[src/hw/rtl/i2cmra_pkg.sv]
// ----------------------------------------------------------------------------
// i2cmra_pkg
// Shared types and constants of the I2C master register access block.
// ----------------------------------------------------------------------------
package i2cmra_pkg;

    // Request kinds
    localparam logic [1:0] KIND_TICK  = 2'd0;
    localparam logic [1:0] KIND_WRITE = 2'd1;
    localparam logic [1:0] KIND_READ  = 2'd2;

    // Transfer status codes
    localparam logic [1:0] STATUS_OK       = 2'd0;
    localparam logic [1:0] STATUS_ADDR_NAK = 2'd1;
    localparam logic [1:0] STATUS_DATA_NAK = 2'd2;

    // Configuration register indexes
    localparam logic REG_HALF_PERIOD = 1'b0;
    localparam logic REG_ACK_TIMEOUT = 1'b1;

    localparam logic [15:0] HALF_PERIOD_RST = 16'd20;
    localparam logic [7:0]  ACK_TIMEOUT_RST = 8'd250;

    typedef enum logic [3:0] {
        PH_IDLE    = 4'd0,
        PH_ST_LO   = 4'd1,
        PH_ST_HI   = 4'd2,
        PH_ST_HOLD = 4'd3,
        PH_BIT_LO  = 4'd4,
        PH_BIT_HI  = 4'd5,
        PH_ACK_LO  = 4'd6,
        PH_ACK_HI  = 4'd7,
        PH_RB_LO   = 4'd8,
        PH_RB_HI   = 4'd9,
        PH_NK_LO   = 4'd10,
        PH_NK_HI   = 4'd11,
        PH_SP_LO   = 4'd12,
        PH_SP_HI   = 4'd13,
        PH_SP_REL  = 4'd14
    } phase_t;

    typedef enum logic [1:0] {
        SG_ADDR  = 2'd0,
        SG_REG   = 2'd1,
        SG_DATA  = 2'd2,
        SG_RADDR = 2'd3
    } stage_t;

    typedef struct packed {
        logic [1:0] kind;
        logic [7:0] device_addr;
        logic [7:0] reg_addr;
        logic [7:0] write_data;
        logic       sda_sample;
    } item_t;

    typedef struct packed {
        logic       scl_out;
        logic       sda_out;
        logic       busy_res;
        logic       done_res;
        logic [1:0] status;
        logic [7:0] read_data;
    } result_t;

    // Sequencer state, less the phase tick counter (its width is a parameter)
    typedef struct packed {
        phase_t     phase;
        stage_t     stage;
        logic [2:0] bit_count;
        logic [7:0] shift_byte;
        logic [7:0] ack_wait;
        logic [7:0] held_device;
        logic [7:0] held_register;
        logic [7:0] held_data;
        logic       is_read;
        logic [1:0] last_status;
        logic [7:0] rx_byte;
    } seq_state_t;

endpackage

[src/hw/rtl/i2cmra_stream_if.sv]
// ----------------------------------------------------------------------------
// i2cmra_stream_if
// Valid/ready channel carrying one payload per transaction.
// ----------------------------------------------------------------------------
interface i2cmra_stream_if #(
    parameter type payload_t = logic
);
    logic     valid;
    logic     ready;
    payload_t payload;

    modport source (output valid, output payload, input ready);
    modport sink (input valid, input payload, output ready);
endinterface

[src/hw/rtl/i2cmra_step.sv]
// ----------------------------------------------------------------------------
// i2cmra_step
// One tick of the I2C sequencer: request load, pin drive and next state.
// ----------------------------------------------------------------------------
module i2cmra_step
    import i2cmra_pkg::*;
#(
    parameter int TICK_WIDTH = 16
) (
    input  seq_state_t              cur,
    input  logic [TICK_WIDTH-1:0]   tick_cur,
    input  logic [15:0]             half_period,
    input  logic [7:0]              ack_timeout,
    input  item_t                   item,
    output seq_state_t              nxt,
    output logic [TICK_WIDTH-1:0]   tick_nxt,
    output result_t                 res
);

    localparam logic [32:0] TICK_MAX = (33'd1 << TICK_WIDTH) - 33'd1;

    seq_state_t            s;
    logic [TICK_WIDTH-1:0] tk;
    logic [32:0]           len;
    logic [32:0]           tick_inc;
    logic                  over;
    logic [7:0]            ack_lim;
    logic [7:0]            ack_inc;
    logic                  ack_missing;
    logic                  ack_end;
    logic [2:0]            bit_inc;
    logic [7:0]            rb_shift;
    logic                  done;
    logic                  scl_d;
    logic                  sda_d;

    // Phase length: zero reads as one, saturate to the counter range
    always_comb
    begin
        len = {17'd0, half_period};
        if (len == 33'd0)
            len = 33'd1;
        if (len > TICK_MAX)
            len = TICK_MAX;
    end

    always_comb
    begin
        s  = cur;
        tk = tick_cur;
        if (cur.phase == PH_IDLE && (item.kind == KIND_WRITE || item.kind == KIND_READ))
        begin
            s.held_device   = item.device_addr;
            s.held_register = item.reg_addr;
            s.held_data     = item.write_data;
            s.is_read       = (item.kind == KIND_READ);
            s.last_status   = STATUS_OK;
            s.stage         = SG_ADDR;
            s.bit_count     = 3'd0;
            s.ack_wait      = 8'd0;
            s.phase         = PH_ST_LO;
            tk              = '0;
        end
    end

    // Pin drive for this tick
    always_comb
    begin
        case (s.phase)
            PH_ST_LO:                       begin scl_d = 1'b0; sda_d = 1'b1; end
            PH_ST_HOLD:                     begin scl_d = 1'b1; sda_d = 1'b0; end
            PH_BIT_LO:                      begin scl_d = 1'b0; sda_d = s.shift_byte[7]; end
            PH_BIT_HI:                      begin scl_d = 1'b1; sda_d = s.shift_byte[7]; end
            PH_ACK_LO, PH_RB_LO, PH_NK_LO:  begin scl_d = 1'b0; sda_d = 1'b1; end
            PH_SP_LO:                       begin scl_d = 1'b0; sda_d = 1'b0; end
            PH_SP_HI:                       begin scl_d = 1'b1; sda_d = 1'b0; end
            default:                        begin scl_d = 1'b1; sda_d = 1'b1; end
        endcase
    end

    assign tick_inc    = {{(33-TICK_WIDTH){1'b0}}, tk} + 33'd1;
    assign over        = (tick_inc >= len);
    assign ack_lim     = (ack_timeout == 8'd0) ? 8'd1 : ack_timeout;
    assign ack_inc     = s.ack_wait + 8'd1;
    assign ack_missing = (ack_inc >= ack_lim);
    assign ack_end     = !item.sda_sample || ack_missing;
    assign bit_inc     = s.bit_count + 3'd1;
    assign rb_shift    = {s.shift_byte[6:0], item.sda_sample};

    always_comb
    begin
        nxt      = s;
        tick_nxt = tk;
        done     = 1'b0;
        // timed phases step the tick counter
        if (s.phase != PH_IDLE && s.phase != PH_ACK_HI)
            tick_nxt = over ? '0 : tick_inc[TICK_WIDTH-1:0];
        case (s.phase)
            PH_ST_LO:   if (over) nxt.phase = PH_ST_HI;
            PH_ST_HI:   if (over) nxt.phase = PH_ST_HOLD;
            PH_ST_HOLD:
                if (over)
                begin
                    nxt.shift_byte = (s.stage == SG_RADDR) ? s.held_device + 8'd1
                                                           : s.held_device;
                    nxt.bit_count  = 3'd0;
                    nxt.phase      = PH_BIT_LO;
                end
            PH_BIT_LO:  if (over) nxt.phase = PH_BIT_HI;
            PH_BIT_HI:
                if (over)
                begin
                    nxt.shift_byte = {s.shift_byte[6:0], 1'b0};
                    nxt.bit_count  = bit_inc;
                    nxt.phase      = (bit_inc == 3'd0) ? PH_ACK_LO : PH_BIT_LO;
                end
            PH_ACK_LO:
                if (over)
                begin
                    nxt.ack_wait = 8'd0;
                    nxt.phase    = PH_ACK_HI;
                end
            PH_ACK_HI:
            begin
                if (item.sda_sample)
                    nxt.ack_wait = ack_inc;
                if (ack_end)
                begin
                    tick_nxt = '0;
                    case (s.stage)
                        SG_ADDR:
                            if (item.sda_sample)
                            begin
                                nxt.last_status = STATUS_ADDR_NAK;
                                nxt.phase       = PH_SP_LO;
                            end
                            else
                            begin
                                nxt.stage      = SG_REG;
                                nxt.shift_byte = s.held_register;
                                nxt.bit_count  = 3'd0;
                                nxt.phase      = PH_BIT_LO;
                            end
                        SG_REG:
                            if (s.is_read)
                            begin
                                nxt.stage = SG_RADDR;
                                nxt.phase = PH_ST_LO;
                            end
                            else
                            begin
                                nxt.stage      = SG_DATA;
                                nxt.shift_byte = s.held_data;
                                nxt.bit_count  = 3'd0;
                                nxt.phase      = PH_BIT_LO;
                            end
                        SG_DATA:
                        begin
                            if (item.sda_sample)
                                nxt.last_status = STATUS_DATA_NAK;
                            nxt.phase = PH_SP_LO;
                        end
                        default:
                        begin
                            nxt.shift_byte = 8'd0;
                            nxt.bit_count  = 3'd0;
                            nxt.phase      = PH_RB_LO;
                        end
                    endcase
                end
            end
            PH_RB_LO:   if (over) nxt.phase = PH_RB_HI;
            PH_RB_HI:
                if (over)
                begin
                    nxt.shift_byte = rb_shift;
                    nxt.bit_count  = bit_inc;
                    if (bit_inc == 3'd0)
                    begin
                        nxt.rx_byte = rb_shift;
                        nxt.phase   = PH_NK_LO;
                    end
                    else
                        nxt.phase = PH_RB_LO;
                end
            PH_NK_LO:   if (over) nxt.phase = PH_NK_HI;
            PH_NK_HI:   if (over) nxt.phase = PH_SP_LO;
            PH_SP_LO:   if (over) nxt.phase = PH_SP_HI;
            PH_SP_HI:   if (over) nxt.phase = PH_SP_REL;
            PH_SP_REL:
                if (over)
                begin
                    nxt.phase = PH_IDLE;
                    done      = 1'b1;
                end
            default:    nxt.phase = PH_IDLE;
        endcase
    end

    always_comb
    begin
        res.scl_out   = scl_d;
        res.sda_out   = sda_d;
        res.busy_res  = (nxt.phase != PH_IDLE);
        res.done_res  = done;
        res.status    = nxt.last_status;
        res.read_data = nxt.rx_byte;
    end

endmodule

[src/hw/rtl/i2c_master_register_access.sv]
// ----------------------------------------------------------------------------
// i2c_master_register_access
// Open-drain I2C master for single-byte register writes and reads.
// ----------------------------------------------------------------------------
// Each transaction on item is one tick of the I2C bit timing and gives exactly
// one transaction on result, carrying the SCL/SDA drive for that tick and the
// transfer status. Throughput is one transaction per clock cycle while result
// is not stalled; the result register behind the single-tick sequencer step
// gives the result in the cycle after the item is taken. item.ready stays high
// while result is empty or being taken, so results stall only at the consumer.
// Configuration (half_period, ack_timeout) must be written while idle.
// ----------------------------------------------------------------------------
module i2c_master_register_access
    import i2cmra_pkg::*;
#(
    parameter int TICK_WIDTH = 16
) (
    input  logic        clk,
    input  logic        rst_n,
    input  logic        cfg_write,
    input  logic        cfg_index,
    input  logic [15:0] cfg_data,
    i2cmra_stream_if.sink   item,
    i2cmra_stream_if.source result
);

    // Configuration registers
    logic [15:0] half_period_reg;
    logic [7:0]  ack_timeout_reg;

    // Sequencer state
    seq_state_t            state_reg;
    seq_state_t            state_next;
    logic [TICK_WIDTH-1:0] tick_count_reg;
    logic [TICK_WIDTH-1:0] tick_count_next;

    // Result register
    logic    out_valid_reg;
    result_t out_data_reg;
    result_t out_data_next;

    item_t item_data;
    logic  accept;

    assign item_data  = item.payload;
    assign item.ready = !out_valid_reg || result.ready;
    assign accept     = item.valid && item.ready;

    assign result.valid   = out_valid_reg;
    assign result.payload = out_data_reg;

    always_ff @(posedge clk or negedge rst_n)
    begin
        if (!rst_n)
        begin
            half_period_reg <= HALF_PERIOD_RST;
            ack_timeout_reg <= ACK_TIMEOUT_RST;
        end
        else if (cfg_write)
        begin
            case (cfg_index)
                REG_HALF_PERIOD: half_period_reg <= cfg_data;
                REG_ACK_TIMEOUT: ack_timeout_reg <= cfg_data[7:0];
                default:         ;
            endcase
        end
    end

    // Single-tick step: request load, pin drive, phase advance
    i2cmra_step #(
        .TICK_WIDTH (TICK_WIDTH)
    ) u_step (
        .cur         (state_reg),
        .tick_cur    (tick_count_reg),
        .half_period (half_period_reg),
        .ack_timeout (ack_timeout_reg),
        .item        (item_data),
        .nxt         (state_next),
        .tick_nxt    (tick_count_next),
        .res         (out_data_next)
    );

    // State moves only on an accepted transaction
    always_ff @(posedge clk or negedge rst_n)
    begin
        if (!rst_n)
        begin
            state_reg      <= '{phase: PH_IDLE, stage: SG_ADDR, default: '0};
            tick_count_reg <= '0;
        end
        else if (accept)
        begin
            state_reg      <= state_next;
            tick_count_reg <= tick_count_next;
        end
    end

    always_ff @(posedge clk or negedge rst_n)
    begin
        if (!rst_n)
            out_valid_reg <= 1'b0;
        else if (accept)
            out_valid_reg <= 1'b1;
        else if (result.ready)
            out_valid_reg <= 1'b0;
    end

    // Payload register, no reset needed
    always_ff @(posedge clk)
    begin
        if (accept)
            out_data_reg <= out_data_next;
    end

`ifndef SYNTHESIS
    // Every accepted tick leaves a result behind
    a_accept_gives_result: assert property (@(posedge clk) disable iff (!rst_n)
        accept |=> result.valid)
        else $error("accepted transaction produced no result");

    // ACK wait never sits at or above its limit
    a_ack_wait_bound: assert property (@(posedge clk) disable iff (!rst_n)
        state_reg.phase == PH_ACK_HI |->
            state_reg.ack_wait < ((ack_timeout_reg == 8'd0) ? 8'd1 : ack_timeout_reg))
        else $error("ack wait counter passed its limit");

    // Pending result agrees with the sequencer state it was built with
    a_busy_matches_state: assert property (@(posedge clk) disable iff (!rst_n)
        result.valid |-> result.payload.busy_res == (state_reg.phase != PH_IDLE))
        else $error("busy flag out of step with sequencer");
`endif

endmodule
[src/flat_wrapper.sv]
// flat-port wrapper written by rule: the top's interface ports become plain ports
module i2c_master_register_access_flat import i2cmra_pkg::*;
#(
    parameter int TICK_WIDTH = 16
)
  (clk, rst_n, cfg_write, cfg_index, cfg_data, item_valid, item_payload, item_ready, result_valid, result_payload, result_ready);
  i2cmra_stream_if item_i ();
  i2cmra_stream_if result_i ();
  input  logic clk;
  input  logic rst_n;
  input  logic cfg_write;
  input  logic cfg_index;
  input  logic [15:0] cfg_data;
  input wire logic [$bits(item_i.valid)-1:0] item_valid;
  input wire logic [$bits(item_i.payload)-1:0] item_payload;
  output wire logic [$bits(item_i.ready)-1:0] item_ready;
  output wire logic [$bits(result_i.valid)-1:0] result_valid;
  output wire logic [$bits(result_i.payload)-1:0] result_payload;
  input wire logic [$bits(result_i.ready)-1:0] result_ready;
  assign item_i.valid = item_valid;
  assign item_i.payload = item_payload;
  assign item_ready = item_i.ready;
  assign result_valid = result_i.valid;
  assign result_payload = result_i.payload;
  assign result_i.ready = result_ready;
  i2c_master_register_access #(.TICK_WIDTH(TICK_WIDTH)) u_core (.clk(clk), .rst_n(rst_n), .cfg_write(cfg_write), .cfg_index(cfg_index), .cfg_data(cfg_data), .item(item_i), .result(result_i));
endmodule
[config.mk]
export PLATFORM = sky130hd
export DESIGN_NAME = i2c_master_register_access_flat
export DESIGN_NICKNAME = d
export VERILOG_FILES = /design/src/hw/rtl/i2cmra_pkg.sv /design/src/hw/rtl/i2cmra_stream_if.sv /design/src/hw/rtl/i2cmra_step.sv /design/src/hw/rtl/i2c_master_register_access.sv /design/src/flat_wrapper.sv
export SDC_FILE = /design/constraint.sdc
export NUM_CORES = 1
export LEC_CHECK = 0
export BUFFER_PORTS_ARGS = -buffer_cell sky130_fd_sc_hd__buf_4
export CORE_ASPECT_RATIO = 0.7
export CORE_MARGIN = 1
export CORE_UTILIZATION = 60
export CTS_CLUSTER_SIZE = 8
export DETAILED_ROUTE_END_ITERATION = 12
export PLACE_DENSITY = 0.87
export SLEW_MARGIN = 20
export SYNTH_ARGS = -nofsm -noshare
export SYNTH_HDL_FRONTEND = slang
export SYNTH_SLANG_ARGS = --single-unit
[constraint.sdc]
create_clock -name clk -period 4.8 [get_ports clk]
set_input_delay 0.48 -clock clk [delete_from_list [all_inputs] [get_ports clk]]
set_output_delay 0.48 -clock clk [all_outputs]
set_load 0.03 [all_outputs]
# Word-level counts from Yosys, hierarchy flattened
# Index checks and enable logic that the tools add are counted.
[op_classes]
mux = 42
n_lt_le_gt_ge = 3
eq_ne = 36
reduce_logical = 21
n_addsub = 3
bitwise = 1
[op_table]
columns = ["cell", "count"]
rows = [
  ["$mux W16", 5],
  ["$mux W4", 14],
  ["$pmux W4 S14", 1],
  ["$mux W8", 6],
  ["$pmux W11 S4", 1],
  ["$ne A2 B2 Y1 const B", 17],
  ["$ge A17 B33 Y1", 1],
  ["$gt A33 B16 Y1 const B", 1],
  ["$mux W11", 3],
  ["$mux W33", 1],
  ["$eq A4 B4 Y1 const B", 7],
  ["$pmux W11 S2", 1],
  ["$add A16 B1 Y17 const B", 1],
  ["$mux W17", 1],
  ["$eq A4 B3 Y1 const B", 4],
  ["$logic_not A16 Y1", 1],
  ["$pmux W8 S2", 1],
  ["$reduce_and A15 Y1", 1],
  ["$mux W13", 1],
  ["$pmux W4 S3", 1],
  ["$add A8 B1 Y8 const B", 1],
  ["$eq A4 B2 Y1 const B", 2],
  ["$ge A8 B8 Y1", 1],
  ["$logic_not A8 Y1", 1],
  ["other kinds (21)", 32],
]
[word_totals]
out_inout_bits = 3
regBits = 74
inputBits = 23

# Longest topological paths before layout
[depth]
word_depth = 9
mapped_depth = 16
mapped_depth_nobuf = 12

# By module
# A second synthesis with hierarchy kept.
[unflattened]
hier_cells = 723
area_unflattened_um2 = 7019.2
[modules_own_cells]
columns = ["module", "area_each_um2", "cells_per_inst", "seq_area_each_um2", "n_inst"]
rows = [
  ["i2c_master_register_access", 3923.8, 219, 2567.5, 1],
  ["i2cmra_step", 3095.5, 504, 0.0, 1],
]

# Worst setup path before layout
# Ideal clock, no wire load.
[synth_timing]
path_type = "register -> register"
from = "reg u_core.tick_count_reg[0]"
to = "reg u_core.out_data_reg, in the netlist u_core.result.payload (data pin)"
stages_incl_launch_ff = 14
t_required_ns = 4.540
t_arrival_ns = 2.975
setup_time_ns = 0.260
setup_slack_ns = 1.565
path_cell_list = "dfrtp_1 ha_1 nand4_1 nor3_1 nand3_1 xnor2_1 ha_1 o21ai_0 o21ai_0 a32oi_1 buf_2 nand3_4 nand2_1 mux2_2"
[synth_rtl]
columns = ["element", "line_no", "rtl"]
rows = [
  ["from (decl)", "i2c_master_register_access.sv:34", "logic [TICK_WIDTH-1:0] tick_count_reg;"],
  ["from (signal assigned)", "i2c_master_register_access.sv:94", "tick_count_reg <= tick_count_next;"],
  ["to (signal assigned)", "i2c_master_register_access.sv:112", "out_data_reg <= out_data_next;"],
  ["to (decl)", "i2c_master_register_access.sv:39", "result_t out_data_reg;"],
]

# Worst setup path after layout
[layout_timing]
from = "reg u_core.tick_count_reg[0]"
to = "reg u_core.tick_count_reg[2]"
[layout_via]
elab_chain_len = 6
[layout_lines]
columns = ["element", "line_no", "rtl"]
rows = [
  ["$add A16 B1 Y17 (*)", "i2cmra_step.sv:81", "assign tick_inc = {{(33-TICK_WIDTH){1'b0}}, tk} + 33'd1;"],
  ["$ge A17 B33 Y1", "i2cmra_step.sv:82", "assign over = (tick_inc >= len);"],
  ["$mux W16 (*)", "i2cmra_step.sv:97", "tick_nxt = over ? '0 : tick_inc[TICK_WIDTH-1:0];"],
  ["$mux W16 (*)", "i2cmra_step.sv:96", "if (s.phase != PH_IDLE && s.phase != PH_ACK_HI)"],
  ["$mux W16", "i2cmra_step.sv:127", "if (ack_end)"],
  ["$mux W16 (*)", "i2cmra_step.sv:98", "case (s.phase)"],
]
# Mark *: on every way between the ends. The rest lies on a longest branch, timed or not.
# A chain may end at the register's enable or synchronous reset.

==> flow_summary.toml <==
[global_route]
grt_pass1_vias = 3080
grt.total_usage = 0.2771
grt_pass1_wl_mm = 14.75
grt.overflow.total = 0
grt_max_degree = 60
antenna_found_initial = 0

[logic_synthesis]
yosysWarningCount = 0
synth_edf_count = 1
yosysTopAreaCell = "dfrtp_1"
syn_area_mm2 = 0.003951
synth.area.top_cells = "dfrtp_1 32%, ha_1 8.9%, dfstp_2 5.3%"
syn_nets = 468
ys_seq_elements = 60
synth-seq-area-share = 0.3838
synth_cells = 417
syn_area_per_cell_um2 = 9.476
synth_top_area_frac = 0.3230
synthArstFlopShare = 0.9833
ys.flop_type = "dfrtp_1"
synth_cell_types = 71

[timing]
holdWs_ns = 0.1805
worst_slack_ns = 1.034
tns_ns = 0
fmax_ghz = 0.2656
final-hold-violation-count = 0
setup_viol = 0
fin_crit_ns = 3.766
rsz0062_at_grt = "no"
worst_slew_pin_slew_ns = 0.9489
slew_headroom = 0.3645
slew_viol_final = 0
clock_skew_ns = 0.007465
period_share = 0.7845

[finish]
fin_cells = 521
final_common_cell = "dfrtp_1"
multi_input_area_mm2 = 0.002196
layout-drive-gt1-share = 0.1896
seq_area_mm2 = 0.001516
fin_nets = 489
nFillCells = 456
diodes = 0
final_cell_mix = "51 x dfrtp_1, 46 x nand2_1, 38 x inv_1"
largest_reg_flops = 18
area_growth_pct = 11.30

[critical_path]
reg2reg_from = "u_core.tick_count_reg[0]"
path_delay_family = "simple AND/OR/NAND/NOR gates"
cp_max_fo = 16
slowest_delay_ns = 0.62
cp.arrival_ns = 4.00
path_cells = "ha_1, nand4_1, nor3_1, nand3_1, xnor2_1, ha_1, nand4_1, nor2_1, o2111ai_2, and4_4, a311o_1"
crit_required_ns = 5.04
worstReg2RegEnd = "u_core.tick_count_reg[2]"
worstSetupPathType = "flop to flop"
crit_buf_inv = 0
cp-end-kind = "flop"
reg2reg_depth = 11
r2r_setup_slack_ns = 1.03
crit_slowest_cell = "nor3_1"
cp-start-kind = "flop"

[clocking]
clk_pin_slew_ns = 0.07
clk_path_buf_depth = 2
postCtsSetupBuffers = 0
cts_sinks = 60
hold_buffers = 0
cts_buffers = 9
htree_levels = 3
cts-root-buf = "clkbuf_8"
ctsResizeCount = 0
clkLatencyLatePin_ns = 0.36
cts_tree = "built"

[routing]
wl_per_cell_um = 17.07
viasPerCell = 6.202
vias = 3231
drt_drc_violations_left = 0
wirelength_mm = 8.895
detail-route-antenna-nets = 0
drt_iter0_drc = 280
first_pass_iters = 5

[placed_design]
place.gp.congestion = 0.9569
dp.final_hpwl_mm = 6.446
port_buffers = 25
dp_cells = 505
dp_slack_ns = 1.118

[floorplanning]
die_y_um = 69.90
row_count = 24
io-pin-count = 26
core_area_mm2 = 0.006306
die_w_um = 99.00
die-area_mm2 = 0.006919
start_util = 0.6266

[min_path]
hold_class = "input pin to async pin"

[power_and_ir_drop]
irDropWorstVdd_mv = 0.2050
p_leak_nw = 2.059
power.total_mw = 2.181
pwr_density_cell_mw_per_mm2 = 495.9

[run_status]
outcome = "complete, no violations"

[flow_run]
drv_cap = 0
-- kinds of logic after synthesis --
kind of cell | count (synthesis) | share of synthesized area
compound gates | 96 | 0.1723
xor+xnor | 21 | 0.04655
fa+ha+maj | 28 | 0.08866
buf+inv | 55 | 0.06111
flops | 60 | 0.3838
mux | 20 | 0.05605
simple gates | 137 | 0.1916
-- cell usage after synthesis (3+ instances only) --
master     n
nor2b_1    7
mux2_2    13
nor2_1    23
buf_2      7
a22o_1     7
nor3_1     7
nand4_1   10
and4_4     3
o211ai_1   3
inv_1     38
xor2_1     7
and2_1     3
a211oi_1   6
dfrtp_1   51
ha_1      28
nand3_1   10
nor4_1     6
xnor2_1   14
nand2_1   46
a21oi_1    7
a221o_1    3
a31oi_1    8
dfstp_2    8
and3_1     4
clkbuf_1   5
buf_6      3
o21a_1     3
mux2i_1    6
o21ai_0   28
-- worst register-to-register path, cell delays in order, from the launching register on --
cell and delay, ns:
dfrtp_1 0.42, ha_1 0.32, nand4_1 0.21, nor3_1 0.62
nand3_1 0.17, xnor2_1 0.18, ha_1 0.31, nand4_1 0.12
nor2_1 0.16, o2111ai_2 0.36, and4_4 0.40, a311o_1 0.37
-- per-layer routing --
metal / wire length [um] / GRT usage / vias to the layer above
met5: 0 / 0 / -
met4: 197 / 0.1045 / 0
met3: 515 / 0.06907 / 24
met2: 3973 / 0.4134 / 116
met1: 4209 / 0.3904 / 1544
li1: - / - / 1547
-- metrics by stage --
| stage | utilization | instance area (um^2) |
|---|---|---|
| after global placement | 0.6583 | 4151 |
| after floorplan | - | 3951 |
| final | 0.6974 | 4398 |
| after CTS | 0.6974 | 4398 |
| after detailed placement | 0.6583 | 4151 |
| after global routing | 0.6974 | 4398 |
-- where the power goes --
group	internal (mW)	total (mW)	leakage (nW)	switching (mW)
registers	0.619	0.782	0.720	0.163
logic	0.355	0.824	1.22	0.469
clock network	0.348	0.576	0.116	0.228
-- worst max path at each step --
stage | startpoint | endpoint | slack [ns] | cells past startpoint
global placement | u_core.tick_count_reg[0] | u_core.tick_count_reg[2] | 1.29 | 11
detailed placement | u_core.tick_count_reg[0] | u_core.tick_count_reg[2] | 1.12 | 11
floorplan | u_core.tick_count_reg[0] | u_core.result.payload | 1.57 | 13
CTS | u_core.tick_count_reg[0] | u_core.tick_count_reg[2] | 1.09 | 11
global route | u_core.tick_count_reg[0] | u_core.state_reg[51] | 0.69 | 12
finish | u_core.tick_count_reg[0] | u_core.tick_count_reg[2] | 1.03 | 11
-- final cells by class --
class | instances | share of cell area
Inverter | 39 | 0.03329
Clock inverter | 7 | 0.02788
Clock buffer | 9 | 0.02817
Timing Repair Buffer | 26 | 0.04438
Tap cell | 78 | 0.02219
Sequential cell | 60 | 0.3448
Multi-Input combinational cell | 302 | 0.4993
Power figures use the tool's default switching activity.
